**src/design/vrp_pkg.sv**
```systemverilog
package vrp_pkg;

  // Local video memory sizes
  localparam int NAME_RAM_DEPTH = 4096;
  localparam int NAME_AW        = $clog2(NAME_RAM_DEPTH);
  localparam int PALETTE_DEPTH  = 32;
  localparam int PAL_AW         = $clog2(PALETTE_DEPTH);

  // Access kinds
  localparam logic OP_READ  = 1'b0;
  localparam logic OP_WRITE = 1'b1;

  // Register numbers
  localparam logic [2:0] REG_CTRL   = 3'd0;
  localparam logic [2:0] REG_MASK   = 3'd1;
  localparam logic [2:0] REG_STATUS = 3'd2;
  localparam logic [2:0] REG_SPADDR = 3'd3;
  localparam logic [2:0] REG_SPDATA = 3'd4;
  localparam logic [2:0] REG_SCROLL = 3'd5;
  localparam logic [2:0] REG_ADDR   = 3'd6;
  localparam logic [2:0] REG_DATA   = 3'd7;

  // Video address map limits
  localparam logic [15:0] PATTERN_LAST = 16'h1FFF;
  localparam logic [15:0] NAME_LAST    = 16'h3EFF;
  localparam logic [15:0] PALETTE_LAST = 16'h3FFF;

  // Power-up palette contents, listed from entry 31 down to entry 0
  localparam logic [PALETTE_DEPTH-1:0][7:0] PAL_DEFAULT = {
    8'h15, 8'h37, 8'h01, 8'h0D, 8'h37, 8'h30, 8'h06, 8'h0D,
    8'h24, 8'h17, 8'h30, 8'h0D, 8'h16, 8'h35, 8'h02, 8'h0D,
    8'h24, 8'h3C, 8'h30, 8'h0D, 8'h07, 8'h35, 8'h30, 8'h0D,
    8'h06, 8'h27, 8'h30, 8'h0D, 8'h07, 8'h3C, 8'h15, 8'h0D
  };

  typedef struct packed {
    logic               we;
    logic               re;
    logic [NAME_AW-1:0] addr;
    logic [7:0]         wdata;
  } name_req_t;

  typedef struct packed {
    logic              we;
    logic [PAL_AW-1:0] idx;
    logic [7:0]        wdata;
  } pal_req_t;

  // Backdrop entries of the sprite half mirror the background half
  function automatic logic [PAL_AW-1:0] pal_index(input logic [15:0] a);
    logic [PAL_AW-1:0] i;
    i = a[PAL_AW-1:0];
    if (i[4] && (i[1:0] == 2'b00)) begin
      i[4] = 1'b0;
    end
    return i;
  endfunction

endpackage

```
**src/design/vrp_palette.sv**
```systemverilog
module vrp_palette (
  input  logic              clk,
  input  logic              rst,
  input  vrp_pkg::pal_req_t req,
  output logic [7:0]        rd_data
);
  import vrp_pkg::*;

  logic [7:0] entries [PALETTE_DEPTH];

  // Load default palette on reset, otherwise store addressed entry
  always_ff @(posedge clk) begin
    if (rst) begin
      for (int i = 0; i < PALETTE_DEPTH; i++) begin
        entries[i] <= PAL_DEFAULT[i];
      end
    end else if (req.we) begin
      entries[req.idx] <= req.wdata;
    end
  end

  assign rd_data = entries[req.idx];

endmodule

```
**config.mk**
```make
export PLATFORM = sky130hd
export DESIGN_NAME = vrp_palette
export DESIGN_NICKNAME = d
export VERILOG_FILES = /design/src/design/vrp_pkg.sv /design/src/design/vrp_palette.sv
export SDC_FILE = /design/constraint.sdc
export NUM_CORES = 1
export LEC_CHECK = 0
export BUFFER_PORTS_ARGS = -buffer_cell sky130_fd_sc_hd__buf_2
export CAP_MARGIN = 10
export CORE_MARGIN = 3
export CORE_UTILIZATION = 45
export CTS_CLUSTER_DIAMETER = 120
export DETAILED_ROUTE_END_ITERATION = 8
export GPL_ROUTABILITY_DRIVEN = 1
export HOLD_SLACK_MARGIN = 0.15
export PLACE_DENSITY = 0.66
export SETUP_SLACK_MARGIN = 0.05
export SLEW_MARGIN = 10
export SYNTH_ARGS = -nofsm -noshare
export SYNTH_HDL_FRONTEND = slang
export SYNTH_SLANG_ARGS = --single-unit
```
**constraint.sdc**
```tcl
create_clock -name clk -period 1.6 [get_ports clk]
set_input_delay 0.16 -clock clk [delete_from_list [all_inputs] [get_ports clk]]
set_output_delay 0.16 -clock clk [all_outputs]
set_load 0.01 [all_outputs]
```
# Word level (Yosys, flattened, before mapping)
# Memory sizes are Yosys's and may differ from the RTL's.
# Cells that the tools add are included.
op_classes:
  n_mux: 8
  reduce_logical: 1
op_table:
  columns: ["cell", "n"]
  rows:
  - ["$mux W8", 1]
  - ["$reduce_or A8 Y1", 1]
  - ["$mux W1", 6]
  - ["$mux W5", 1]
word_totals:
  regBits: 0
  ram_bits: 256
  in_bits: 16
  output_inout_bits: 8
  word_cells: 10
  mem_count: 1
memory_table:
  columns: ["name", "words", "width", "read_ports", "rd_ports_with_merged_regs", "wr", "line", "text"]
  rows:
  - ["entries", 32, 8, 1, 0, 32, "vrp_palette.sv:9", "logic [7:0] entries [PALETTE_DEPTH];"]

# Depth between registers and ports, before layout
depth:
  ltp_word: 5
  ltp_mapped: 7
  mapped_depth_nobuf: 4

# Worst setup path after synthesis
# OpenSTA, ideal clock, no wires.
synth_path:
  path_kind: "input to register"
  from: "input port req[9] (netlist name)"
  to: "memory entries[30][0] (enable)"
  setup_time_ps: 271
  arrival_time_ps: 1314
  t_required_ps: 1329
  setup_slack_ps: 16
  stages: 6
  path_buffers: 3
  path_cell_list: "buf_2 > buf_2 > nand2_1 > clkbuf_1 > nor2_1 > or2_2"
synth_rtl:
  columns: ["element", "line", "text"]
  rows:
  - ["start, declared", "vrp_palette.sv:4", "input vrp_pkg::pal_req_t req,"]
  - ["end, declared", "vrp_palette.sv:9", null]

# Worst setup path in the final report
layout_path:
  from: "memory entries[9][1]"
  to: "output port rd_data[1]"
layout_via:
  elab_chain_cells: 1
layout_rtl:
  columns: ["element", "line", "text"]
  rows:
  - ["$mem_v2 Z32 W8", null, null]
  - ["end, declared", "vrp_palette.sv:5", "output logic [7:0] rd_data"]
# No other way between the ends.

==> summary.txt <==
Run status
  • Outcome: complete, but fails checks
  • Failing checks: negative setup slack

GRT
  • First-pass GRT wire length: 46.6 mm
  • GRT Residual Overflow: 0
  • GRT Util Overall: 21.4%
  • Vias in the first global route: 7744
  • Largest net degree at the start of global routing: 33
  • Antenna violations before repair: 0

Min path
  • Worst Hold Depth: 2
  • Hold Crit Class: primary input to flop

Drt
  • Drt drc: 0
  • Routed Antenna Nets: 0
  • Wirelength per Cell: 23.0 um
  • Iteration-0 DRC Markers: 746
  • DRT Pass-1 Iters: 4
  • Routed WL: 31.1 mm
  • Via density: 5.68
  • Via count: 7681

Finish
  • Max FFs per register: 256
  • Final Core Density: 56.1%
  • Layout cells sized above 1: 26.7%
  • # diodes: 0
  • Largest Register: entries
  • Area grow syn2layout: 21.6%
  • Nets: 1015
  • Fillers: 2109
  • Biggest regs: entries: 256 flops

Synth
  • Mapped Area: 12100 um2
  • Ys flop type: edfxtp_1
  • Post-synth EDFFs: 256
  • Synth area leader: edfxtp_1
  • Post-synthesis register bit count: 256
  • Synthesized net count: 919
  • Ranking of synthesized cells by area: edfxtp_1 64%, mux2i_1 11%, and2_1 8.4%, or3_1 4.2%, o22ai_1 3.3%
  • Synth warn: 0
  • Register area share after synthesis: 63.6%
  • Top cell type's share of synthesized area: 63.6%
  • Post-synth top cells: 256 x edfxtp_1, 163 x and2_1, 128 x mux2i_1, 82 x or3_1, 64 x o22ai_1
  • Most frequent cell after synthesis: edfxtp_1
  • Cell variety after synth: 26
  • Avg Cell Area, Syn: 13.4 um2
  • Ys async rst share: 0%
  • Cells after synthesis: 903

Place
  • Routability Congestion: 0.884
  • Number of port buffers: 23
  • Detailed placement HPWL: 20.3 mm

CTS
  • Setup repair bufs after CTS: 0
  • Clk buf depth: 3
  • Clk slew on worst S/H paths: 60 ps
  • CTS sink count: 256
  • Root Buffer: clkbuf_16
  • CTS tree: built
  • CTS buffer count: 28
  • H-tree depth: 1
  • Hold_buf cts: 0

STA
  • Worst Slack Setup Final: -499 ps
  • F_max: 476 MHz
  • Fin crit period: 2100 ps
  • RSZ-0062 raised after global routing: yes
  • Setup violators final: 8
  • Final hold viol count: 0
  • Post-route clock period utilization: 131%
  • Slew @ Worst Pin: 779 ps
  • Rel. slew slack: 48.0%
  • Final Max Tran Viols: 0
  • Final setup TNS: -3670 ps

Worst setup path
  • CP Data Required Time: 1440 ps
  • Setup CP Type: flop to output port
  • WP data arrival: 1940 ps
  • Worst Setup End Kind: output port
  • Critical-path maximum fanout: 1
  • Worst setup SP type: flop

Die
  • Row count: 59
  • DIE WIDTH: 170 um
  • Initial core utilization: 46.1%
  • Die area: 28900 um2
  • # IOs: 24
  • Core ar.: 26200 um2
  • Die Y: 170 um

Pwr
  • Power per cell area: 1080 nW/um2
  • P_leak: 0.00544 uW
  • Maximum VDD drop: 0.687 mV

Job
  • Maxcap violations: 0
==> what timing repair did <==
item                                    in CTS  in global routing
pin swaps                                   21                 19
endpoints found under the hold margin        0                  0
endpoints found under the setup margin       8                  8
gates resized for setup                     43                 22
==> where the power goes <==
group          internal [uW]  switching (uW)  total, uW
sequential              7730             122       7850
combinational            565             839       1400
clock                   4060            2570       6630
total                  12400            3530      15900
==> cells in the final DEF (no fill, tap or decap), types with 22 or more instances in the layout <==
master and count:
clkbuf_16 29, mux2i_1 113, nor2_1 29, and2_1 163, buf_4 111, or3_1 82
or2_2 32, buf_2 22, edfxtp_1 256, o22ai_1 47
==> worst max-delay path, cell delays in order, from the launching register on <==
cell,delay (ps)
edfxtp_1,370
mux2i_1,280
o22ai_1,210
nor4_4,250
nand2_1,130
buf_2,160
==> cell families after synthesis <==
kind of cell,count (synthesis),synth area share (%)
AND/OR/NAND/NOR,374,19.4
flip-flops,256,63.6
multiplexers,128,10.6
buffers and inverters,81,3.08
AO/OA/AOI/OAI,64,3.31
==> cell type report <==
class	instances	area [um2]	share of cell area (%)
clock buffer	31	733	4.99
clock inverter	18	208	1.41
multi-input combinational	566	4430	30.2
sequential	256	7690	52.3
tap	335	419	2.85
timing repair buffer	147	1210	8.27
==> worst paths after layout <==
check	endpoint	slack (ps)	from
max	rd_data[1]	-500	entries[9][1]
min	entries[4][6]	210	req[6]
==> per-layer routing <==
layer  wire (um)  track usage (%)  up-vias
met5           0                0        -
met4        1110             7.68        0
met3        2100             3.25       65
met2       14800             34.7      279
met1       13200             29.6     3788
li1            -                -     3549
==> per-stage QoR <==
stage	hold slack [ps]	setup slack (ps)	instance area, um2	cells	total power (uW)
floorplan	339	64.8	12100	903	8640
global placement	771	-511	13400	1306	9240
detailed placement	772	-520	13400	1306	9260
CTS	200	-503	14600	1354	15900
global route	216	-594	14700	1353	16300
finish	214	-499	14700	1353	15900
Power figures use the tool's default switching activity.
